### config.mk
export PLATFORM = sky130hd
export DESIGN_NAME = plist_cell
export DESIGN_NICKNAME = d
export VERILOG_FILES = /design/src/rtl/core/plist_pkg.sv /design/src/rtl/core/plist_cell.sv
export SDC_FILE = /design/constraint.sdc
export NUM_CORES = 1
export LEC_CHECK = 0
export ABC_AREA = 1
export BUFFER_PORTS_ARGS = -buffer_cell sky130_fd_sc_hd__buf_4
export CORE_UTILIZATION = 40
export CTS_BUF_LIST = sky130_fd_sc_hd__clkbuf_4 sky130_fd_sc_hd__clkbuf_8
export CTS_CLUSTER_SIZE = 20
export DETAILED_ROUTE_END_ITERATION = 8
export HOLD_SLACK_MARGIN = 0.05
export PLACE_DENSITY = 0.85
export SKIP_LAST_GASP = 1
export SLEW_MARGIN = 20
export SYNTH_ARGS = -nofsm -noshare
export SYNTH_HDL_FRONTEND = slang
export SYNTH_SLANG_ARGS = --single-unit
### constraint.sdc
create_clock -name i_clk -period 4.9 [get_ports i_clk]
set_input_delay 0.49 -clock i_clk [delete_from_list [all_inputs] [get_ports i_clk]]
set_output_delay 0.49 -clock i_clk [all_outputs]
set_load 0.05 [all_outputs]
### src/rtl/core/plist_pkg.sv
package plist_pkg;

    localparam int CAPACITY_DEF = 64;
    localparam int POSW         = 7;
    localparam int WORDW        = 32;

    typedef enum logic [2:0] {
        OP_GET    = 3'd0,
        OP_LOCATE = 3'd1,
        OP_INSERT = 3'd2,
        OP_DELETE = 3'd3,
        OP_CLEAR  = 3'd4
    } t_op;

    typedef enum logic [1:0] {
        ST_OK    = 2'd0,
        ST_RANGE = 2'd1,
        ST_FULL  = 2'd2
    } t_status;

    typedef enum logic [1:0] {
        S_IDLE,
        S_SWEEP,
        S_FIN
    } t_state;

    localparam logic signed [WORDW-1:0] ERR_DATA = -32'sd1;

    typedef struct packed {
        t_op                     op;
        logic [POSW-1:0]         position;
        logic signed [WORDW-1:0] value;
    } t_req;

    typedef struct packed {
        t_status                 status;
        logic signed [WORDW-1:0] data_out;
        logic [POSW-1:0]         found_at;
        logic [POSW-1:0]         count_after;
        logic                    is_empty;
    } t_rsp;

    // control broadcast from the sequencer to every cell
    typedef struct packed {
        logic                    locate;
        logic                    ins;
        logic                    del;
        logic [POSW-1:0]         pos;
        logic signed [WORDW-1:0] value;
    } t_cell_ctl;

    // result bus handed from cell to cell toward the head of the list
    typedef struct packed {
        logic                    hit;
        logic signed [WORDW-1:0] word;
        logic [POSW-1:0]         place;
    } t_bus;

endpackage

### src/rtl/core/plist_cell.sv
module plist_cell #(
    parameter int IDX = 0,
    parameter int CW  = 7
) (
    input  logic                              i_clk,
    input  plist_pkg::t_cell_ctl              i_ctl,
    input  logic [CW-1:0]                     i_count,
    input  logic signed [plist_pkg::WORDW-1:0] i_left_word,
    input  logic signed [plist_pkg::WORDW-1:0] i_right_word,
    input  plist_pkg::t_bus                   i_bus,
    output logic signed [plist_pkg::WORDW-1:0] o_word,
    output plist_pkg::t_bus                   o_bus
);
    import plist_pkg::*;

    localparam int CMPW = ((CW > POSW) ? CW : POSW) + 1;
    localparam logic [CMPW-1:0] MY_IDX   = CMPW'(IDX);
    localparam logic [CMPW-1:0] MY_PLACE = CMPW'(IDX + 1);

    logic signed [WORDW-1:0] r_word;
    logic signed [WORDW-1:0] n_word;
    t_bus                    r_bus;
    t_bus                    n_bus;
    logic                    w_hit;
    logic                    w_live;
    logic                    w_at;
    logic                    w_above;

    always_comb begin
        w_live  = CMPW'(i_count) > MY_IDX;
        w_at    = MY_PLACE == CMPW'(i_ctl.pos);
        w_above = MY_PLACE > CMPW'(i_ctl.pos);
        w_hit   = i_ctl.locate ? (w_live && (r_word == i_ctl.value)) : w_at;
    end

    always_comb begin
        if (w_hit) begin
            n_bus.hit   = 1'b1;
            n_bus.word  = r_word;
            n_bus.place = POSW'(IDX + 1);
        end else begin
            n_bus = i_bus;
        end
    end

    always_comb begin
        n_word = r_word;
        if (i_ctl.ins) begin
            if (w_above) begin
                n_word = i_left_word;
            end else if (w_at) begin
                n_word = i_ctl.value;
            end
        end else if (i_ctl.del) begin
            if (w_above || w_at) begin
                n_word = i_right_word;
            end
        end
    end

    always_ff @(posedge i_clk) begin
        r_word <= n_word;
        r_bus  <= n_bus;
    end

    assign o_word = r_word;
    assign o_bus  = r_bus;

endmodule

Word level (Yosys, flattened, before mapping)
Index checks and enable logic that the tools add are counted.
W data, S select, Z words.
{"block": "classes", "n_lt_le_gt_ge": 2, "eq_ne": 3, "muxes": 7, "reduce_logical": 5}
{"op": "$mux W32", "n": 5}
{"op": "$mux W39", "n": 1}
{"op": "$eq A32 B32 Y1", "n": 1}
{"op": "$eq A1 B7 Y1 const A", "n": 1}
{"op": "$gt A1 B7 Y1 const A", "n": 1}
{"op": "$gt A7 B1 Y1 const B", "n": 1}
{"op": "$reduce_bool A2 Y1", "n": 2}
{"op": "$ne A3 B1 Y1 const B", "n": 1}
{"op": "$reduce_and A3 Y1", "n": 1}
{"op": "$logic_and A1 B1 Y1", "n": 1}
{"op": "$logic_or A1 B1 Y1", "n": 1}
{"op": "$mux W1", "n": 1}
{"block": "totals", "ff_bits": 72, "in_bits": 154, "output_inout_bits": 72, "elab_cells": 21}

Logic depth before layout (Yosys ltp)
Gate-level depths: netlist of the first run.
{"block": "logic_depth", "ltp_word": 5, "ltp_mapped": 14, "mapped_depth_nobuf": 12}

Worst setup path before layout of the first run
Ideal clock, no wire load.
{"block": "synth_path", "kind": "input to register", "from": "in i_ctl[33] (netlist name)", "to": "reg r_word[0], in the netlist o_word[0] (enable)", "setup_ps": 421, "t_arrival_ps": 2254, "required_ps": 4479, "setup_slack_ps": 2225, "cell_stages": 3, "path_buffers": 0, "cell_sequence": "nor4_2 -> nand2_1 -> nor2_1"}
{"block": "synth_between", "elab_chain_cells": 4, "word_cells_on_any_way": 6, "classes_between": "1 x order compare; 2 x eq/ne; 3 x reduce/logical"}
{"item": "from (decl)", "line": "plist_cell.sv:6", "source": "input plist_pkg::t_cell_ctl i_ctl,"}
{"item": "$gt A1 B7 Y1 / $eq A1 B7 Y1 (equally long branches)", "line": "plist_cell.sv:32, plist_cell.sv:31"}
{"item": "$logic_or A1 B1 Y1", "line": "plist_cell.sv:55", "source": "if (w_above || w_at) begin"}
{"item": "$reduce_bool A2 Y1 (no line)"}
{"item": "$reduce_and A3 Y1 (no line) *"}
{"item": "to (signal assigned)", "line": "plist_cell.sv:62", "source": "r_word <= n_word;"}
{"item": "to (decl)", "line": "plist_cell.sv:20", "source": "logic signed [WORDW-1:0] r_word;"}
Mark *: on every way between the ends. The rest lies on a longest branch, timed or not.
A chain may end at the register's enable or synchronous reset.

==> run metrics, run 1 <==
antenna cells 0; grt ovf 0; relative slew slack 29.0%; initial antenna violation count 0; Max clock buf depth 2; WL/cell 14.5 um; TritonCTS clock tree done; fmax 353 MHz; status finished clean; Worst VDD drop 0.109 mV; TNS Setup 0 ns; RSZ-0062 raised after global routing no; library cells used by synthesis 22; RePlAce Congestion 0.802; Post-CTS Setup Bufs 0; critical path fanouts, max 39; synthesis-to-layout area growth 54.5%; max_cap viols 0; die area 9410 sq um; IO Port Bufs 225; drt first pass iters 5; largest net degree at the start of global routing 40; Crit path arrival time 3.12 ns; Avg Cell Area, Syn 7.12 sq um; Endpoint, Worst Hold o_bus[39]; worst flop-to-flop path endpoint o_bus[22]; Vias/cell 4.83; Starting Density 41.4%; Die W 97.0 um; clock latency on the worst-skew pair 0.34 ns; Hold Crit Class in -> reg; fin crit share 57.8%; Yosys warning total 0; Worst Tran Pin Value 1.06 ns; via count 4042; 1st-iter DRT viols 133; crit path time final 2.83 ns; flops & latches, synth 72; commonest non-fill, non-tap cells in the layout buf_4 (227), nand2_1 (172), inv_1 (59); Inserted Clock Buffers 9; vias in the first global route 3999; RR Startpoint o_word[20]; crit end category flip-flop; antenna viol nets, final 0; H-tree level count 3; synthesized area 3610 sq um; CTS clock-pin slew for the worst setup and hold paths 0.08 ns; startpoint type of the worst setup path flip-flop; IO Pins 226; drt drc 0; Finish-stage setup viols 0; Pwr Density 265 nW/um^2; final hold viol count 0; Cells after Synth 507; first-pass GRT wire length 19300 um; GRT Total Usage 26.0%; root buf cell clkbuf_8; Non-Filler Instances 836; Die Ht 97.0 um; WP data required 5.19 ns; leakage dissipation 2.91 nW; DP Cell Count 820; sequential fraction of the synthesis area 48.8%; clk_skew 0.0128 ns; share of cells above drive strength 1 34.9%; drt total wl 12100 um; num rows 34; CTS sink cnt 72; hold-fix buffers at CTS 0; DP HPWL 9120 um; Max Slew Vio Count 0; commonest non-fill, non-tap cell in the layout buf_4; Hold Path Stages 3; Post-Syn Nets 661; slack of the worst reg-to-reg path 2.07 ns; hold_sp i_bus[39]; Crit Path Class reg -> reg; Core ar. 8720 sq um; Final nets 877; R2R cell count 9; post_cts resized 0
[synthesized netlist by cell type]
| cell type | instances | share of area, % |
|---|---|---|
| a21oi_1 | 1 | 0.14 |
| buf_2 | 5 | 0.69 |
| buf_6 | 2 | 0.62 |
| clkbuf_1 | 15 | 1.6 |
| clkinv_1 | 2 | 0.21 |
| dfxtp_1 | 40 | 22 |
| edfxtp_1 | 32 | 27 |
| inv_1 | 59 | 6.1 |
| inv_2 | 6 | 0.62 |
| nand2_1 | 172 | 18 |
| nand2_2 | 1 | 0.17 |
| nand3_1 | 34 | 4.7 |
| nand3_2 | 1 | 0.28 |
| nand4_1 | 3 | 0.52 |
| nor2_1 | 56 | 5.8 |
| nor2_2 | 1 | 0.17 |
| nor3_1 | 1 | 0.14 |
| nor4_2 | 1 | 0.35 |
| o21ai_0 | 35 | 4.9 |
| o21ai_1 | 31 | 4.3 |
| o22ai_1 | 3 | 0.52 |
| xnor2_1 | 6 | 1.5 |
[per-stage QoR]
step           hold slack, ns  setup WS [ns]  power [mW]  instance area, sq um  utilization, %
3_5_place_dp            0.499           1.89       0.958                  5350            61.4
5_1_grt                 0.312           1.69        1.54                  5580            63.9
2_1_floorplan           0.582           2.23       0.806                  3610               -
3_3_place_gp            0.495           1.97       0.952                  5350            61.4
4_1_cts                 0.318           2.05        1.49                  5580            63.9
6_report                0.326           2.07        1.48                  5580            63.9
[worst max path at each step]
stage                           from        end  slack, ns  cells after the start
after CTS                 o_word[20]  o_bus[22]       2.05                      9
after global routing       o_word[9]  o_bus[32]       1.69                     11
after detailed placement   i_ctl[20]  o_bus[22]       1.89                     10
after global placement     i_ctl[20]   o_bus[0]       1.97                     10
final                     o_word[20]  o_bus[22]       2.07                      9
after floorplan            i_ctl[33]  o_word[0]       2.23                      3
[power breakdown]
part	internal, mW	switching [mW]	total [mW]
clock network	0.306	0.227	0.532
logic	0.133	0.154	0.287
registers	0.649	0.00794	0.657
[layout make-up]
cell class                 count  area (sq um)
fill                         769          3140
sequential                    72          1760
timing repair buffer         227          1700
multi-input combinational    346          1500
inverter                      67           251
clock buffer                  11           145
tap                          108           135
clock inverter                 5          80.1
[flip-flops by register name (all words and copies together) (netlist names)]
register and flops:
o_word 32, o_bus 40
[worst max-delay path, cell delays in order, from the launching register on]
cell and delay [ns]:
edfxtp_1 0.44, xnor2_1 0.15, nand2_1 0.08, nor2_1 0.16
nand2_1 0.08, nor2_1 0.15, nand3_2 0.58, nand2_2 0.89
nand2_1 0.13, nand2_1 0.10
[routing by layer]
layer	GRT usage (%)	vias to the layer above	share of wire (%)
li1	-	2019	-
met1	30.8	1801	39
met2	45.5	203	51
met3	7.01	19	8.4
met4	8.04	0	2.0
met5	0	-	0
[kinds of logic (layout without fill, tap and decap cells)]
group | count (synthesis) | count (layout) | share of synthesized area [%]
and+or+nand+nor | 270 | 270 | 30.1
AOI/OAI and AO/OA | 70 | 70 | 9.81
buffers and inverters | 89 | 310 | 9.85
DFF | 72 | 72 | 48.8
xor gates and xnor gates | 6 | 6 | 1.46
(Power assumes the default switching activity.)
==> run 2: changes to the inputs <==
clock period = 2.61 ns   (was 4.9 ns; I/O delays follow)
==> run metrics, run 2 (synthesis results as in run 1) <==
status finished clean; RSZ-0062 raised after global routing no; die area 9410 sq um; hold slack final 0.0866 ns; Worst path slowest cell edfxtp_1; antenna cells 0; drt total wl 12300 um; DP HPWL 9340 um; Inserted Clock Buffers 9; slack of the worst reg-to-reg path 0.75 ns; H-tree level count 3; Die W 97.0 um; Finish-stage setup viols 0; TritonCTS clock tree done; initial antenna violation count 0; RePlAce Congestion 0.816; crit path cell chain xnor2_1, nand2_1, nor2_1, nand2_1, nor2_1, nand3_2, nand2_2, buf_4, nand2_1, nand2_1; relative slew slack 31.8%; commonest non-fill, non-tap cell in the layout buf_4; clock latency on the worst-skew pair 0.35 ns; num rows 34; clk_skew 0.0148 ns; share of cells above drive strength 1 35.2%; Starting Density 41.4%; CTS sink cnt 72; Post-CTS Setup Bufs 0; max reg flops 40; CTS clock-pin slew for the worst setup and hold paths 0.09 ns; drt drc 0; Hold Path Stages 3; WL/cell 14.7 um; synthesis-to-layout area growth 55.8%; worst flop-to-flop path endpoint o_bus[18]; drt first pass iters 5; Pwr Density 500 nW/um^2; fillcell total 753; Vias/cell 4.89; IO Pins 226; hold-fix buffers at CTS 0; crit path time final 1.86 ns; max_cap viols 0; commonest non-fill, non-tap cells in the layout buf_4 (229), nand2_1 (172), inv_1 (59); fmax 537 MHz; grt ovf 0; root buf cell clkbuf_8; hold_sp i_bus[0]; WP data required 2.89 ns; Final nets 880; critical path fanouts, max 39; GRT Total Usage 26.1%; via count 4099; first-pass GRT wire length 19300 um; R2R cell count 10; Max Slew Vio Count 0; Worst VDD drop 0.290 mV; DP Cell Count 823; Hold Crit Class in -> reg; TNS Setup 0 ns; largest net degree at the start of global routing 40; fin crit share 71.3%; Crit Path Class reg -> reg; RR Startpoint o_word[20]; IO Port Bufs 225; Core ar. 8720 sq um; startpoint type of the worst setup path flip-flop; Die Ht 97.0 um; post_cts resized 0; CP most frequent cell nand2_1; Crit path arrival time 2.14 ns; Worst Tran Pin Value 1.02 ns; vias in the first global route 4091; antenna viol nets, final 0; final hold viol count 0; Max clock buf depth 2; 1st-iter DRT viols 158; Endpoint, Worst Hold o_bus[0]; Non-Filler Instances 839; total power 2.81 mW; crit end category flip-flop; leakage dissipation 2.94 nW; CP max stage delay 0.43 ns
==> run 2: changes by cell type in the layout (fill, tap and decap cells not counted), sizes merged <==
cell | previous run | this run
clkinvlp | 2 | 0
inv | 65 | 66
buf | 227 | 230
clkbuf | 11 | 12
==> run 2: layout make-up <==
cell class / count / area [sq um] / share of cell area (%)
Sequential cell: 72 / 1760 / 31.3
Timing Repair Buffer: 230 / 1740 / 30.9
Clock buffer: 12 / 159 / 2.83
Inverter: 67 / 251 / 4.47
Tap cell: 108 / 135 / 2.40
Clock inverter: 4 / 75.1 / 1.34
Multi-Input combinational cell: 346 / 1500 / 26.7
==> run 2: critical path: cells and delay by family, from the launching register on <==
family / cells / cell delay (ns)
simple gates: 8 / 0.82
flops: 1 / 0.43
buf+inv: 1 / 0.38
xor+xnor: 1 / 0.16
==> run 2: power by group <==
part	leakage [nW]	internal [mW]	switching [mW]
combinational	2.21	0.250	0.289
sequential	0.616	1.22	0.0150
clock	0.121	0.604	0.433
total	2.94	2.07	0.736
==> run 2: metrics by stage <==
stage               cell area [sq um]  setup slack [ns]  utilization (%)
floorplan                        3610             0.164                -
finish                           5620             0.749             64.4
global route                     5620             0.558             64.4
detailed placement               5390             0.499             61.8
global placement                 5390             0.578             61.8
CTS                              5620             0.736             64.4
==> run 2: worst max-delay path by stage <==
| stage | from | end | cells past startpoint |
|---|---|---|---|
| after global routing | o_word[8] | o_bus[18] | 12 |
| after detailed placement | i_ctl[33] | o_word[9] | 7 |
| after global placement | i_ctl[33] | o_word[0] | 7 |
| final | o_word[20] | o_bus[18] | 10 |
| after CTS | o_word[20] | o_bus[18] | 10 |
| after floorplan | i_ctl[33] | o_word[0] | 3 |
==> run 2: metal layers <==
metal  part of all wire, %  vias to the layer above  track usage, %
li1                      -                     2024               -
met3                   6.5                       23            5.78
met4                   2.0                        0            8.61
met1                    40                     1866            30.3
met2                    51                      186            47.0
met5                     0                        -               0
==> run 3: changes to the inputs <==
ABC_AREA = 0   (was 1)
CORE_UTILIZATION = 39   (was 40)
PLACE_DENSITY = 0.87   (was 0.85)
clock period = 1.5 ns   (was 2.61 ns; I/O delays follow)
==> run metrics, run 3 <==
status finished with violations; failing checks setup timing; flops & latches, synth 72; die area 9110 sq um; synthesis-to-layout area growth 86.8%; TritonCTS clock tree done; RePlAce Congestion 0.784; IO Port Bufs 225; 1st-iter DRT viols 63; Crit Path Class reg -> reg; commonest non-fill, non-tap cell in the layout buf_4; drt drc 0; DP Cell Count 638; leakage dissipation 2.90 nW; crit path cell chain xnor2_2, nand4_1, nor4_4, a31oi_4, buf_12, mux2_4; Worst Tran Pin Value 0.379 ns; Finish-stage setup viols 40; share of cells above drive strength 1 57.1%; Post-synth EDFFs 32; final hold viol count 0; crit-path leading delay family simple AND/OR/NAND/NOR gates; max_cap viols 0; root buf cell clkbuf_8; relative slew slack 74.6%; DP HPWL 8830 um; num rows 33; grt ovf 0; initial antenna violation count 0; via count 3362; Post-Syn Nets 430; WP buf/inv 1; Die W 95.4 um; dpl ws -0.574 ns; total power 5.09 mW; synthesized area 3400 sq um; Synth top area share 28.2%; drt total wl 12100 um; FFs w/ async S/R, synth 0%; CTS clock-pin slew for the worst setup and hold paths 0.08 ns; Commonest cells post-synth dfxtp_1 (40), nor2_1 (36); Worst path slowest cell edfxtp_1; IO Pins 226; Pwr Density 801 nW/um^2; WL/cell 17.4 um; drt first pass iters 4; crit end category flip-flop; antenna viol nets, final 0; Non-Filler Instances 697; library cells used by synthesis 23; startpoint type of the worst setup path flip-flop; Die Ht 95.4 um; Core ar. 8340 sq um; fin crit share 135%; Area contributors post-synth edfxtp_1 (28%), dfxtp_1 (24%), mux2_4 (13%), mux2i_1 (9.4%), xnor2_1 (8.2%); final worst slack -0.520 ns; critical path fanouts, max 26; most frequent cell after synthesis dfxtp_1; CP max stage delay 0.45 ns; Vias/cell 4.82; RSZ-0062 raised after global routing yes; first-pass GRT wire length 17200 um; clock latency on the worst-skew pair 0.34 ns; fmax 495 MHz; clk_skew 0.0117 ns; max reg flops 40; Synth area leader edfxtp_1; H-tree level count 3; antenna cells 0; Cells after Synth 276; most common flop cell mapped by yosys dfxtp_1; CTS sink cnt 72; Max clock buf depth 2; largest net degree at the start of global routing 35; Final nets 741; Inserted Clock Buffers 9; vias in the first global route 3542; Crit path arrival time 2.24 ns; GRT Total Usage 25.8%; WP data required 1.72 ns; commonest non-fill, non-tap cells in the layout buf_4 (264), dlygate4sd3_1 (40), dfxtp_1 (40); Starting Density 40.8%; Hold Crit Class in -> reg; sequential fraction of the synthesis area 51.7%; crit path time final 2.02 ns; Worst VDD drop 0.550 mV; Max Slew Vio Count 0; TNS Setup -17.89 ns; Yosys warning total 0; Avg Cell Area, Syn 12.3 sq um
[run 3: cell types whose count changed after synthesis, moves of 32 or more]
cell / previous run / this run
nand2_1: 172 / 2
o21ai_0: 35 / 0
nand3_1: 34 / 1
mux2i_1: 0 / 32
inv_1: 59 / 0
[run 3: worst min-delay path, cell delays in order]
cell	delay [ns]
buf_4	0.08
nor2_1	0.03
a21oi_1	0.09
[run 3: where the power goes]
group / internal, mW / switching, mW / total (mW)
logic: 0.581 / 0.516 / 1.10
registers: 2.12 / 0.0240 / 2.14
clock network: 1.12 / 0.733 / 1.85
[run 3: cell type report]
class	count	area, sq um
timing repair buffer	314	2570
fill	560	1980
multi-input combinational	190	1660
clock buffer	10	131
clock inverter	6	106
tap	105	131
sequential	72	1760
[run 3: worst paths after layout]
kind,end,depth (start not counted),from,slack (ns)
worst min register to register,o_bus[7],2,o_word[0],0.62
worst max register to register,o_bus[31],6,o_word[4],-0.52
worst max-delay path,o_bus[31],6,o_word[4],-0.52
worst min-delay path,o_word[14],3,i_right_word[14],0.12
[run 3: repair_timing]
action,CTS,global route
hold endpoints to repair,40,0
buffers inserted,1,0
gates resized for setup,4,15
hold buffers,40,0
setup endpoints to repair,40,49
gates cloned,0,2
pin swaps,1,9
[run 3: kinds of logic after synthesis]
kind of cell / after synthesis / share of synthesized area (%)
buf+inv: 14 / 2.65
flops: 72 / 51.7
mux: 64 / 23.3
xor+xnor: 32 / 8.23
simple gates: 61 / 8.75
compound gates: 33 / 5.33
[run 3: per-stage QoR]
step / area, sq um / util [%] / hold slack, ns
finish: 6360 / 76.3 / 0.120
global route: 6360 / 76.3 / 0.119
CTS: 6240 / 74.8 / 0.106
detailed placement: 5560 / 66.7 / 0.337
global placement: 5560 / 66.7 / 0.334
floorplan: 3430 / - / 0.251
[run 3: metal layers]
metal	vias to the layer above	routed length (um)	track usage, %	part of all wire [%]
li1	1602	-	-	-
met1	1600	4400	27.0	36
met2	138	6730	49.5	56
met3	22	754	5.98	6.2
met4	0	230	9.83	1.9
met5	-	0	0	0
